==> config.mk <==
export PLATFORM = sky130hd
export DESIGN_NAME = button_press_classifier
export DESIGN_NICKNAME = d
export VERILOG_FILES = /design/src/design/bpc_pkg.sv /design/src/design/bpc_cfg.sv /design/src/design/bpc_core.sv /design/src/design/button_press_classifier.sv
export SDC_FILE = /design/constraint.sdc
export NUM_CORES = 1
export LEC_CHECK = 0
export BUFFER_PORTS_ARGS = -buffer_cell sky130_fd_sc_hd__buf_2
export CAP_MARGIN = 40
export CORE_UTILIZATION = 62
export CTS_BUF_LIST = sky130_fd_sc_hd__clkbuf_4 sky130_fd_sc_hd__clkbuf_8
export DETAILED_ROUTE_END_ITERATION = 12
export PLACE_DENSITY_LB_ADDON = 0.12
export SYNTH_ARGS = -nofsm -noshare
export SYNTH_HDL_FRONTEND = slang
export SYNTH_SLANG_ARGS = --single-unit
==> constraint.sdc <==
create_clock -name i_clk -period 10.7 [get_ports i_clk]
set_clock_uncertainty 0.2 [all_clocks]
set_input_delay 1.605 -clock i_clk [delete_from_list [all_inputs] [get_ports i_clk]]
set_output_delay 1.605 -clock i_clk [all_outputs]
set_load 0.05 [all_outputs]
==> src/design/bpc_pkg.sv <==
// Shared types, constants and helpers for the button press classifier.
`timescale 1ns / 1ps
`default_nettype none

package bpc_pkg;

    localparam int unsigned PIN_W          = 4;
    localparam int unsigned PIN_COUNT_DEF  = 4;
    localparam int unsigned TICK_W         = 10;
    localparam int unsigned TIME_W         = 16;
    localparam int unsigned COUNT_W        = 8;
    localparam int unsigned MSG_W          = 2;
    localparam int unsigned CFG_IDX_W      = 3;
    localparam int unsigned CFG_DATA_W     = 16;

    localparam logic [TIME_W-1:0]  TIME_MAX  = '1;
    localparam logic [COUNT_W-1:0] COUNT_MAX = '1;

    localparam logic [PIN_W-1:0]  RST_PIN_ENABLE  = 4'd15;
    localparam logic [TICK_W-1:0] RST_TICK_PERIOD = 10'd10;
    localparam logic [TIME_W-1:0] RST_QUICK_LIMIT = 16'd300;
    localparam logic [TIME_W-1:0] RST_LONG_PRESS  = 16'd1000;
    localparam logic [TIME_W-1:0] RST_SHORT_PRESS = 16'd400;
    localparam logic [TIME_W-1:0] RST_IDLE_LIMIT  = 16'd1000;

    typedef enum logic [CFG_IDX_W-1:0] {
        REG_PIN_ENABLE  = 3'd0,
        REG_TICK_PERIOD = 3'd1,
        REG_QUICK_LIMIT = 3'd2,
        REG_LONG_PRESS  = 3'd3,
        REG_SHORT_PRESS = 3'd4,
        REG_IDLE_LIMIT  = 3'd5
    } t_cfg_idx;

    typedef enum logic [MSG_W-1:0] {
        MSG_SHORT  = 2'd0,
        MSG_MEDIUM = 2'd1,
        MSG_LONG   = 2'd2,
        MSG_IDLE   = 2'd3
    } t_msg;

    typedef struct packed {
        logic [PIN_W-1:0]  pin_enable;
        logic [TICK_W-1:0] tick_period_ms;
        logic [TIME_W-1:0] quick_limit_ms;
        logic [TIME_W-1:0] long_press_ms;
        logic [TIME_W-1:0] short_press_ms;
        logic [TIME_W-1:0] idle_limit_ms;
    } t_cfg;

    typedef struct packed {
        t_msg               message;
        logic [COUNT_W-1:0] click_count;
        logic [TIME_W-1:0]  held_ms;
        logic [TIME_W-1:0]  gap_ms;
    } t_result;

    // Pins at or above the pin count do not exist.
    function automatic logic [PIN_W-1:0] pin_mask(input int unsigned count);
        logic [PIN_W-1:0] m;
        m = '0;
        for (int unsigned i = 0; i < PIN_W; i++) begin
            m[i] = (i < count);
        end
        return m;
    endfunction

endpackage

`default_nettype wire

==> src/design/bpc_cfg.sv <==
// Configuration register file for the button press classifier.
`timescale 1ns / 1ps
`default_nettype none

module bpc_cfg #(
    parameter int unsigned PIN_COUNT = bpc_pkg::PIN_COUNT_DEF
) (
    input  wire logic                            i_clk,
    input  wire logic                            i_rst_n,
    input  wire logic                            i_cfg_valid,
    input  wire logic [bpc_pkg::CFG_IDX_W-1:0]   i_cfg_index,
    input  wire logic [bpc_pkg::CFG_DATA_W-1:0]  i_cfg_data,
    output bpc_pkg::t_cfg                        o_cfg
);
    import bpc_pkg::*;

    localparam logic [PIN_W-1:0] PIN_MASK = pin_mask(PIN_COUNT);

    t_cfg r_cfg;

    always_ff @(posedge i_clk) begin
        if (!i_rst_n) begin
            r_cfg.pin_enable     <= RST_PIN_ENABLE & PIN_MASK;
            r_cfg.tick_period_ms <= RST_TICK_PERIOD;
            r_cfg.quick_limit_ms <= RST_QUICK_LIMIT;
            r_cfg.long_press_ms  <= RST_LONG_PRESS;
            r_cfg.short_press_ms <= RST_SHORT_PRESS;
            r_cfg.idle_limit_ms  <= RST_IDLE_LIMIT;
        end else if (i_cfg_valid) begin
            unique case (t_cfg_idx'(i_cfg_index))
                REG_PIN_ENABLE:  r_cfg.pin_enable     <= i_cfg_data[PIN_W-1:0] & PIN_MASK;
                REG_TICK_PERIOD: r_cfg.tick_period_ms <= i_cfg_data[TICK_W-1:0];
                REG_QUICK_LIMIT: r_cfg.quick_limit_ms <= i_cfg_data[TIME_W-1:0];
                REG_LONG_PRESS:  r_cfg.long_press_ms  <= i_cfg_data[TIME_W-1:0];
                REG_SHORT_PRESS: r_cfg.short_press_ms <= i_cfg_data[TIME_W-1:0];
                REG_IDLE_LIMIT:  r_cfg.idle_limit_ms  <= i_cfg_data[TIME_W-1:0];
                default: begin
                    // unused index: drop the write
                end
            endcase
        end
    end

    assign o_cfg = r_cfg;

endmodule

`default_nettype wire

==> src/design/bpc_core.sv <==
// Button timing state and per-tick classification logic.
`timescale 1ns / 1ps
`default_nettype none

module bpc_core #(
    parameter int unsigned PIN_COUNT = bpc_pkg::PIN_COUNT_DEF
) (
    input  wire logic                        i_clk,
    input  wire logic                        i_rst_n,
    input  wire bpc_pkg::t_cfg               i_cfg,
    input  wire logic [bpc_pkg::PIN_W-1:0]   i_levels,
    input  wire logic                        i_advance,
    output logic                             o_has_result,
    output bpc_pkg::t_result                 o_result
);
    import bpc_pkg::*;

    localparam logic [PIN_W-1:0] PIN_MASK = pin_mask(PIN_COUNT);

    logic               r_down,  n_down;
    logic [TIME_W-1:0]  r_since, n_since;
    logic [TIME_W-1:0]  r_held,  n_held;
    logic [TIME_W-1:0]  r_gap,   n_gap;
    logic [COUNT_W-1:0] r_count, n_count;

    logic              pressed;
    logic [TIME_W:0]   time_sum;
    logic [TIME_W-1:0] time_sat;
    logic              quick;
    t_msg              press_msg;

    always_comb begin
        pressed  = |(~i_levels & i_cfg.pin_enable & PIN_MASK);
        time_sum = {1'b0, r_since} + {{(TIME_W + 1 - TICK_W){1'b0}}, i_cfg.tick_period_ms};
        time_sat = time_sum[TIME_W] ? TIME_MAX : time_sum[TIME_W-1:0];
        quick    = (time_sat < i_cfg.quick_limit_ms) && (r_gap < i_cfg.quick_limit_ms);

        priority if (time_sat >= i_cfg.long_press_ms) begin
            press_msg = MSG_LONG;
        end else if (time_sat <= i_cfg.short_press_ms) begin
            press_msg = MSG_SHORT;
        end else begin
            press_msg = MSG_MEDIUM;
        end
    end

    always_comb begin
        n_down       = r_down;
        n_since      = time_sat;
        n_held       = r_held;
        n_gap        = r_gap;
        n_count      = r_count;
        o_has_result = 1'b0;
        o_result.message = MSG_IDLE;

        priority if (pressed && !r_down) begin
            // press edge: capture the gap
            n_down  = 1'b1;
            n_gap   = time_sat;
            n_since = '0;
        end else if (!pressed && r_down) begin
            // release edge: capture the hold and report it
            n_down  = 1'b0;
            n_held  = time_sat;
            n_since = '0;
            if (quick) begin
                n_count = (r_count == COUNT_MAX) ? COUNT_MAX : r_count + 1'b1;
            end else begin
                n_count = {{(COUNT_W - 1){1'b0}}, 1'b1};
            end
            o_has_result     = 1'b1;
            o_result.message = press_msg;
        end else if (!r_down && (time_sat >= i_cfg.idle_limit_ms) && (r_count != '0)) begin
            n_count          = '0;
            o_has_result     = 1'b1;
            o_result.message = MSG_IDLE;
        end else begin
            // no edge and no idle timeout: only time advances
        end

        o_result.click_count = n_count;
        o_result.held_ms     = n_held;
        o_result.gap_ms      = n_gap;
    end

    always_ff @(posedge i_clk) begin
        if (!i_rst_n) begin
            r_down  <= 1'b0;
            r_since <= '0;
            r_held  <= '0;
            r_gap   <= '0;
            r_count <= '0;
        end else if (i_advance) begin
            r_down  <= n_down;
            r_since <= n_since;
            r_held  <= n_held;
            r_gap   <= n_gap;
            r_count <= n_count;
        end
    end

endmodule

`default_nettype wire

==> src/design/button_press_classifier.sv <==
// Top level of the button press classifier: channel registers and submodules.
`timescale 1ns / 1ps
`default_nettype none

// One pin sample per clock while the input is not stalled. A sample
// is captured in the input register, classified combinationally against the
// timing state, and any message lands in the result register, so a message
// passes the input register and then the result register. The throughput is
// set by the state loop (one saturating add and a few 16-bit compares). The
// input stalls only when a sample would produce a message while the result
// register is full and stalled. Configuration writes are always ready.
module button_press_classifier #(
    parameter int unsigned PIN_COUNT = bpc_pkg::PIN_COUNT_DEF
) (
    input  wire logic                            i_clk,
    input  wire logic                            i_rst_n,
    input  wire logic                            i_in_valid,
    output logic                                 o_in_stall,
    input  wire logic [bpc_pkg::PIN_W-1:0]       i_pin_levels,
    output logic                                 o_out_valid,
    input  wire logic                            i_out_stall,
    output logic [bpc_pkg::MSG_W-1:0]            o_message,
    output logic [bpc_pkg::COUNT_W-1:0]          o_click_count,
    output logic [bpc_pkg::TIME_W-1:0]           o_held_ms,
    output logic [bpc_pkg::TIME_W-1:0]           o_gap_ms,
    input  wire logic                            i_cfg_valid,
    output logic                                 o_cfg_ready,
    input  wire logic [bpc_pkg::CFG_IDX_W-1:0]   i_cfg_index,
    input  wire logic [bpc_pkg::CFG_DATA_W-1:0]  i_cfg_data
);
    import bpc_pkg::*;

    t_cfg             cfg;
    t_result          core_result;
    logic             core_has_result;
    logic             in_take;
    logic             out_free;
    logic             advance;

    logic             r_in_valid;
    logic [PIN_W-1:0] r_levels;
    logic             r_out_valid;
    t_result          r_result;

    assign o_cfg_ready = 1'b1;

    bpc_cfg #(
        .PIN_COUNT (PIN_COUNT)
    ) u_cfg (
        .i_clk       (i_clk),
        .i_rst_n     (i_rst_n),
        .i_cfg_valid (i_cfg_valid),
        .i_cfg_index (i_cfg_index),
        .i_cfg_data  (i_cfg_data),
        .o_cfg       (cfg)
    );

    bpc_core #(
        .PIN_COUNT (PIN_COUNT)
    ) u_core (
        .i_clk        (i_clk),
        .i_rst_n      (i_rst_n),
        .i_cfg        (cfg),
        .i_levels     (r_levels),
        .i_advance    (advance),
        .o_has_result (core_has_result),
        .o_result     (core_result)
    );

    // A sample with no message moves on even while the result register waits.
    assign out_free   = !r_out_valid || !i_out_stall;
    assign advance    = r_in_valid && (!core_has_result || out_free);
    assign o_in_stall = r_in_valid && !advance;
    assign in_take    = i_in_valid && !o_in_stall;

    always_ff @(posedge i_clk) begin
        if (!i_rst_n) begin
            r_in_valid <= 1'b0;
        end else if (in_take) begin
            r_in_valid <= 1'b1;
        end else if (advance) begin
            r_in_valid <= 1'b0;
        end
    end

    always_ff @(posedge i_clk) begin
        if (in_take) begin
            r_levels <= i_pin_levels;
        end
    end

    always_ff @(posedge i_clk) begin
        if (!i_rst_n) begin
            r_out_valid <= 1'b0;
        end else if (advance && core_has_result) begin
            r_out_valid <= 1'b1;
        end else if (!i_out_stall) begin
            r_out_valid <= 1'b0;
        end
    end

    always_ff @(posedge i_clk) begin
        if (advance && core_has_result) begin
            r_result <= core_result;
        end
    end

    assign o_out_valid   = r_out_valid;
    assign o_message     = r_result.message;
    assign o_click_count = r_result.click_count;
    assign o_held_ms     = r_result.held_ms;
    assign o_gap_ms      = r_result.gap_ms;

    // An idle message always reports a cleared count.
    a_idle_count_zero: assert property (@(posedge i_clk) disable iff (!i_rst_n)
        (o_out_valid && (o_message == MSG_IDLE)) |-> (o_click_count == '0))
        else $error("idle message with nonzero press count");

    // A press message always reports at least one press.
    a_press_count_nonzero: assert property (@(posedge i_clk) disable iff (!i_rst_n)
        (o_out_valid && (o_message != MSG_IDLE)) |-> (o_click_count != '0))
        else $error("press message with zero press count");

    // The input is held back only by a full, stalled result register.
    a_stall_cause: assert property (@(posedge i_clk) disable iff (!i_rst_n)
        o_in_stall |-> (r_in_valid && r_out_valid && i_out_stall && core_has_result))
        else $error("input stalled without a blocked result");

endmodule

`default_nettype wire
==> summary.txt, run 1 <==
Routing
  • DRT Pass-1 Iters: 9
  • Drc violations: 2
  • Via Count: 8054
  • Routed vias/inst: 5.89
  • Detail Route Antenna Nets: 0
  • Routed length per instance: 17.4 um
  • WL final: 23.8 mm
  • Initial detailed-routing violation count: 696

Logic synthesis
  • Number of storage elements in the synthesis netlist: 183
  • Synth top area share: 0.287
  • Asr flop ratio synth: 0
  • Top FF cell, synth: dfxtp_1
  • Synthesis warning total: 0
  • Register area share after synthesis: 0.432
  • Unique masters post-synth: 61
  • Net Count, Synth: 1226
  • Largest cells by area after synthesis: dfxtp_1, edfxtp_1, ha_1
  • Yosys top cell by area: dfxtp_1
  • Avg Cell Area, Syn: 8.66 sq um
  • Syn Std Cell Area: 0.00956 sq mm
  • Gate Count Post-Synth: 1104
  • Post-synth EDFFs: 46

Floorplanning
  • Chip Width: 126 um
  • I/O Pins: 73
  • DIE HEIGHT: 126 um
  • Core area: 0.0151 sq mm
  • Die area: 0.0159 sq mm
  • Initial Util: 0.631
  • Row count: 45

Min path
  • Hold Crit Start: u_cfg.o_cfg[45]$_SDFFE_PN0P_
  • WHS Endpoint: u_cfg.o_cfg[45]$_SDFFE_PN0P_
  • Hold Path Depth: 2
  • Worst Hold Class: flop to flop

Timing
  • Final Hold Vio Count: 0
  • Final worst path period need: 7.09 ns
  • Fin crit share: 0.662
  • Setup Viol. Count Final: 0
  • Worst-Margin Slew: 0.805 ns
  • Peak Freq: 0.141 GHz
  • Slew margin rel.: 0.459
  • Total negative slack: 0 ns
  • RSZ-0062 raised after global routing: no
  • Pins over their slew limit: 0
  • Final hold slack: 0.261 ns

Placed design
  • Buffers on Ports: 71
  • Post-DP HPWL: 17.6 mm
  • Gpl congestion: 0.948

Global routing
  • Number of global-route vias before repair: 7551
  • Global-route wire length before repair: 38.9 mm
  • Global route overflow: 0
  • GR Util All Layers: 0.316
  • Largest net degree at the start of global routing: 73
  • Initial antenna violation count: 0

Final layout
  • Most frequent cells in the layout: nand2_1, dfxtp_1, a21oi_1, ha_1, inv_1
  • Share of cells above drive strength 1: 0.119
  • Antenna diodes: 0
  • Commonest non-fill, non-tap cell in the layout: nand2_1
  • P&R area growth vs syn: 10.3%
  • Nets@finish: 1289

CTS
  • CTS tree: yes
  • H-tree depth: 4
  • Post-CTS setup buffers: 0
  • Worst skew pair latency: 0.48 ns
  • CTS resizes: 0
  • Root buffer cell: clkbuf_8
  • TritonCTS Sinks: 183
  • Clock-pin slew on the worst setup and hold paths: 0.10 ns
  • Hold buffer count at CTS: 0
  • Max clock buf depth: 2
  • Num CTS Buffers: 17

Setup path
  • Worst path required time: 8.90 ns
  • Reg2Reg Depth: 16
  • CP Launch Point: u_cfg.o_cfg[64]$_SDFFE_PN0P_
  • CP arrival: 5.28 ns
  • R2R Setup Slk: 4.83 ns
  • R2r endpoint: o_gap_ms[14]$_DFFE_PP_
  • Worst Path Max Fanout: 9
  • Worst Setup End Kind: primary output
  • Worst setup SP type: flop
  • Worst r2r src: u_cfg.o_cfg[64]$_SDFFE_PN0P_
  • Critical path class: flop to primary output

Job
  • Max-cap violations: 0

Power and ir drop
  • Cell Pwr Density: 123 mW/mm^2
  • Internal power: 940 uW
  • Sw power: 361 uW
  • Clock Power Share: 0.345
  • Share of power burned in registers: 0.560
  • Leak Pwr: 0.00442 uW
  • Switching share of power: 0.278
  • Comb power frac: 0.095
  • Peak supply drop: 0.0000810 V

Run status
  • Status: complete, but fails checks
  • Failing checks: design-rule violations
-- through the flow --
| step | power (uW) | area, sq um | setup WS (ns) | instances | util |
|---|---|---|---|---|---|
| global placement | 858 | 10000 | 4.28 | 1330 | 0.663 |
| CTS | 1300 | 10500 | 3.63 | 1368 | 0.696 |
| detailed placement | 865 | 10200 | 4.19 | 1336 | 0.671 |
| global route | 1350 | 10500 | 3.12 | 1368 | 0.696 |
| finish | 1300 | 10500 | 3.61 | 1368 | 0.696 |
| floorplan | 822 | 9560 | 4.73 | 1104 | - |
-- cell families (layout without fill, tap and decap cells) --
family,Yosys count,in the layout,synth area share
muxes,14,14,0.0154
other,1,1,0.000392
adders and majority gates,94,94,0.124
AOI/OAI and AO/OA,282,282,0.184
and+or+nand+nor,387,387,0.183
DFF,183,183,0.432
buffers and inverters,138,214,0.0570
xor gates and xnor gates,5,5,0.00458
-- flip-flops by register name, indices dropped and copies added (netlist names) --
name            flops
r_in_valid          1
o_click_count       8
u_core.r_count      8
u_core.r_since     16
o_message           2
u_core.r_gap       16
o_held_ms          16
u_core.r_held      16
o_out_valid         1
u_cfg.o_cfg        78
r_levels            4
o_gap_ms           16
u_core.r_down       1
-- power by group through the flow --
stage | clock network [uW] | logic, uW | registers, uW
6_report | 449 | 123 | 729
5_1_grt | 480 | 137 | 730
4_1_cts | 454 | 121 | 728
3_5_place_dp | 0 | 121 | 744
3_3_place_gp | 0 | 114 | 744
2_1_floorplan | 0 | 80.6 | 741
-- cell usage after synthesis, types with 24 or more instances --
library cell	number
dfxtp_1	137
nor2_1	72
inv_1	92
clkbuf_1	37
o211ai_1	32
nand3_1	25
ha_1	93
nand2_1	192
edfxtp_1	46
o21ai_0	32
a21oi_1	117
nand2b_1	24
a211oi_1	34
-- worst max-delay path, stage by stage, from the launching register on --
cell and delay (ns):
dfxtp_1 0.33, ha_1 0.23, fa_1 0.43, a211oi_1 0.30, o211ai_1 0.21, a31oi_1 0.31, nor2_1 0.20, nor3b_1 0.67
inv_1 0.23, ha_1 0.34, nand2_1 0.04, nor3_1 0.22, o211ai_1 0.12, o211ai_1 0.49, nand3_1 0.18, nor2_1 0.20
buf_2 0.30
-- layout make-up --
type / instances / area [sq um]
clock buffer: 18 / 248
clock inverter: 14 / 125
fill: 1231 / 4610
inverter: 92 / 345
multi-input combinational: 783 / 4890
sequential: 183 / 4120
tap: 188 / 235
timing repair buffer: 90 / 571
-- layer usage --
metal / up-vias / GRT usage / part of all wire
li1: 3998 / - / -
met1: 3714 / 0.442 / 0.46
met2: 297 / 0.497 / 0.45
met3: 45 / 0.0433 / 0.065
met4: 0 / 0.123 / 0.025
met5: - / 0 / 0
-- how the worst max path moves through the flow --
stage | end | cells after the start
global route | o_in_stall | 16
floorplan | o_in_stall | 15
finish | o_in_stall | 16
detailed placement | o_in_stall | 16
global placement | o_in_stall | 16
CTS | o_in_stall | 16
No activity file was read; power rests on OpenSTA's default activity.
==> run 2, diff against run 1 <==
--- a/config.mk
+++ b/config.mk
@@ -7,7 +7,7 @@
 export LEC_CHECK = 0
 export BUFFER_PORTS_ARGS = -buffer_cell sky130_fd_sc_hd__buf_2
 export CAP_MARGIN = 40
-export CORE_UTILIZATION = 62
+export CORE_UTILIZATION = 57
 export CTS_BUF_LIST = sky130_fd_sc_hd__clkbuf_4 sky130_fd_sc_hd__clkbuf_8
 export DETAILED_ROUTE_END_ITERATION = 12
 export PLACE_DENSITY_LB_ADDON = 0.12
==> constraint.sdc (replaced) <==
create_clock -name i_clk -period 6.44 [get_ports i_clk]
set_clock_uncertainty 0.2 [all_clocks]
set_input_delay 0.966 -clock i_clk [delete_from_list [all_inputs] [get_ports i_clk]]
set_output_delay 0.966 -clock i_clk [all_outputs]
set_load 0.05 [all_outputs]
==> run 2 against run 1 <==
The run now ends clean. Utilization fell by 3.5 points. Routed wire length rose by 3.7%. Setup slack got worse by 3.2 ns. Critical path depth fell by 1. Power rose by 72%. Clock power rose by 82%. Via count rose by 1.0%. Die area rose by 8.6%. Combinational power rose by 72%. Critical path type unchanged. Largest cell class unchanged.
==> summary.txt, run 2 (synthesized netlist as in run 1, its figures left out) <==
CTS
  • Max clock buf depth: 2
  • Worst skew pair latency: 0.48 ns
  • Clock-pin slew on the worst setup and hold paths: 0.10 ns
  • TritonCTS Sinks: 183
  • Root buffer cell: clkbuf_8
  • Num CTS Buffers: 17
  • H-tree depth: 4
  • CTS tree: yes

Timing
  • Pins over their slew limit: 0
  • PnR worst setup slack: 0.401 ns
  • Setup Viol. Count Final: 0
  • Fin crit share: 0.938
  • Final worst path period need: 6.04 ns
  • RSZ-0062 raised after global routing: no
  • Peak Freq: 0.166 GHz
  • Total negative slack: 0 ns
  • Final Hold Vio Count: 0
  • Worst-Margin Slew: 0.846 ns
  • Slew margin rel.: 0.433

Final layout
  • FF+latch area: 0.00412 sq mm
  • Commonest non-fill, non-tap cell in the layout: nand2_1
  • Fill count: 1379
  • P&R area growth vs syn: 11.4%
  • Largest register FFs: 78
  • Antenna diodes: 0
  • Most frequent cells in the layout: nand2_1, dfxtp_1, a21oi_1, ha_1, inv_1
  • Area of the multi-input gates: 0.00491 sq mm
  • Nets@finish: 1293
  • Share of cells above drive strength 1: 0.125

Floorplanning
  • Core area: 0.0161 sq mm
  • I/O Pins: 73
  • DIE HEIGHT: 131 um
  • Initial Util: 0.593
  • Row count: 46
  • Die area: 0.0173 sq mm
  • Chip Width: 131 um

Setup path
  • Worst path required time: 5.27 ns
  • Worst r2r src: u_cfg.o_cfg[64]$_SDFFE_PN0P_
  • R2r endpoint: u_core.r_since[11]$_SDFFE_PN0P_
  • Worst Path Max Fanout: 7
  • Worst Setup End Kind: primary output
  • CP arrival: 4.87 ns
  • Reg2Reg Depth: 17
  • R2R Setup Slk: 0.96 ns
  • Worst setup SP type: flop
  • CP Launch Point: u_cfg.o_cfg[67]$_SDFFE_PN1P_
  • Critical path class: flop to primary output

Routing
  • Initial detailed-routing violation count: 645
  • Via Count: 8136
  • Routed vias/inst: 5.81
  • Drc violations: 0
  • DRT Pass-1 Iters: 6
  • Detail Route Antenna Nets: 0
  • WL final: 24.6 mm
  • Routed length per instance: 17.6 um

Global routing
  • GR Util All Layers: 0.294
  • Global route overflow: 0
  • Initial antenna violation count: 0
  • Largest net degree at the start of global routing: 47
  • Global-route wire length before repair: 39.7 mm
  • Number of global-route vias before repair: 7558

Power and ir drop
  • Peak supply drop: 0.000130 V
  • Leak Pwr: 0.00446 uW
  • Cell Pwr Density: 210 mW/mm^2
  • Tot Pwr: 2240 uW

Min path
  • Worst Hold Class: flop to flop
  • Hold Crit Start: u_cfg.o_cfg[25]$_SDFFE_PN0P_
  • Hold Path Depth: 2
  • WHS Endpoint: u_cfg.o_cfg[25]$_SDFFE_PN0P_

Placed design
  • Post-DP HPWL: 18.3 mm
  • Gpl congestion: 0.934
  • Buffers on Ports: 71
  • Pre-CTS WS: 0.711 ns

Run status
  • Status: finished clean

Job
  • Max-cap violations: 0
## run 2: per-layer routing
| metal | wire length (um) | vias up | GRT usage |
|---|---|---|---|
| met2 | 11100 | 297 | 0.460 |
| met3 | 1560 | 44 | 0.0413 |
| li1 | - | 4017 | - |
| met5 | 0 | - | 0 |
| met1 | 11400 | 3778 | 0.415 |
| met4 | 588 | 0 | 0.100 |
## run 2: cell type report
type                    instances  area share
inverters                      92      0.0324
flip-flops and latches        183       0.387
clock inverters                15      0.0168
clock buffers                  17      0.0220
repair buffers                 94      0.0549
well taps                     216      0.0254
multi-input cells             783       0.461
## run 2: worst max-delay path by stage
| stage | to | slack [ns] | cells after the start |
|---|---|---|---|
| floorplan | o_in_stall | 1.11 | 15 |
| global placement | o_in_stall | 0.81 | 17 |
| detailed placement | o_in_stall | 0.71 | 17 |
| CTS | o_in_stall | 0.18 | 17 |
| global route | o_in_stall | 0.05 | 17 |
| finish | o_in_stall | 0.40 | 15 |
## run 2: metrics by stage
| stage | cells | hold WS (ns) | instance area (sq um) | util |
|---|---|---|---|---|
| after global routing | 1400 | 0.276 | 10600 | 0.660 |
| final | 1400 | 0.260 | 10600 | 0.660 |
| after detailed placement | 1366 | 0.247 | 10200 | 0.634 |
| after floorplan | 1104 | 0.233 | 9560 | - |
| after global placement | 1361 | 0.242 | 10100 | 0.628 |
| after CTS | 1398 | 0.262 | 10600 | 0.659 |
## run 2: where the power goes
| group | switching, uW | internal [uW] | leakage [uW] |
|---|---|---|---|
| registers | 14.4 | 1200 | 0.00158 |
| logic | 138 | 73.2 | 0.00267 |
| clock network | 484 | 331 | 0.000207 |
## run 2: repair_timing
item / in CTS / in global routing
gates resized for setup: 0 / 1
buffers inserted: 0 / 2
setup endpoints to repair: 0 / 1
hold buffers: 0 / 0
## run 2: critical path: stages (launching register included)
cell	delay [ns]
dfxtp_1	0.33
ha_1	0.26
or4_1	0.53
o22ai_1	0.34
o211ai_1	0.33
and2_1	0.27
o21ai_1	0.32
inv_1	0.16
ha_1	0.33
nand4_1	0.13
nor3_1	0.24
o211ai_1	0.12
o211ai_1	0.40
nand3_1	0.15
nor2_1	0.18
buf_2	0.30
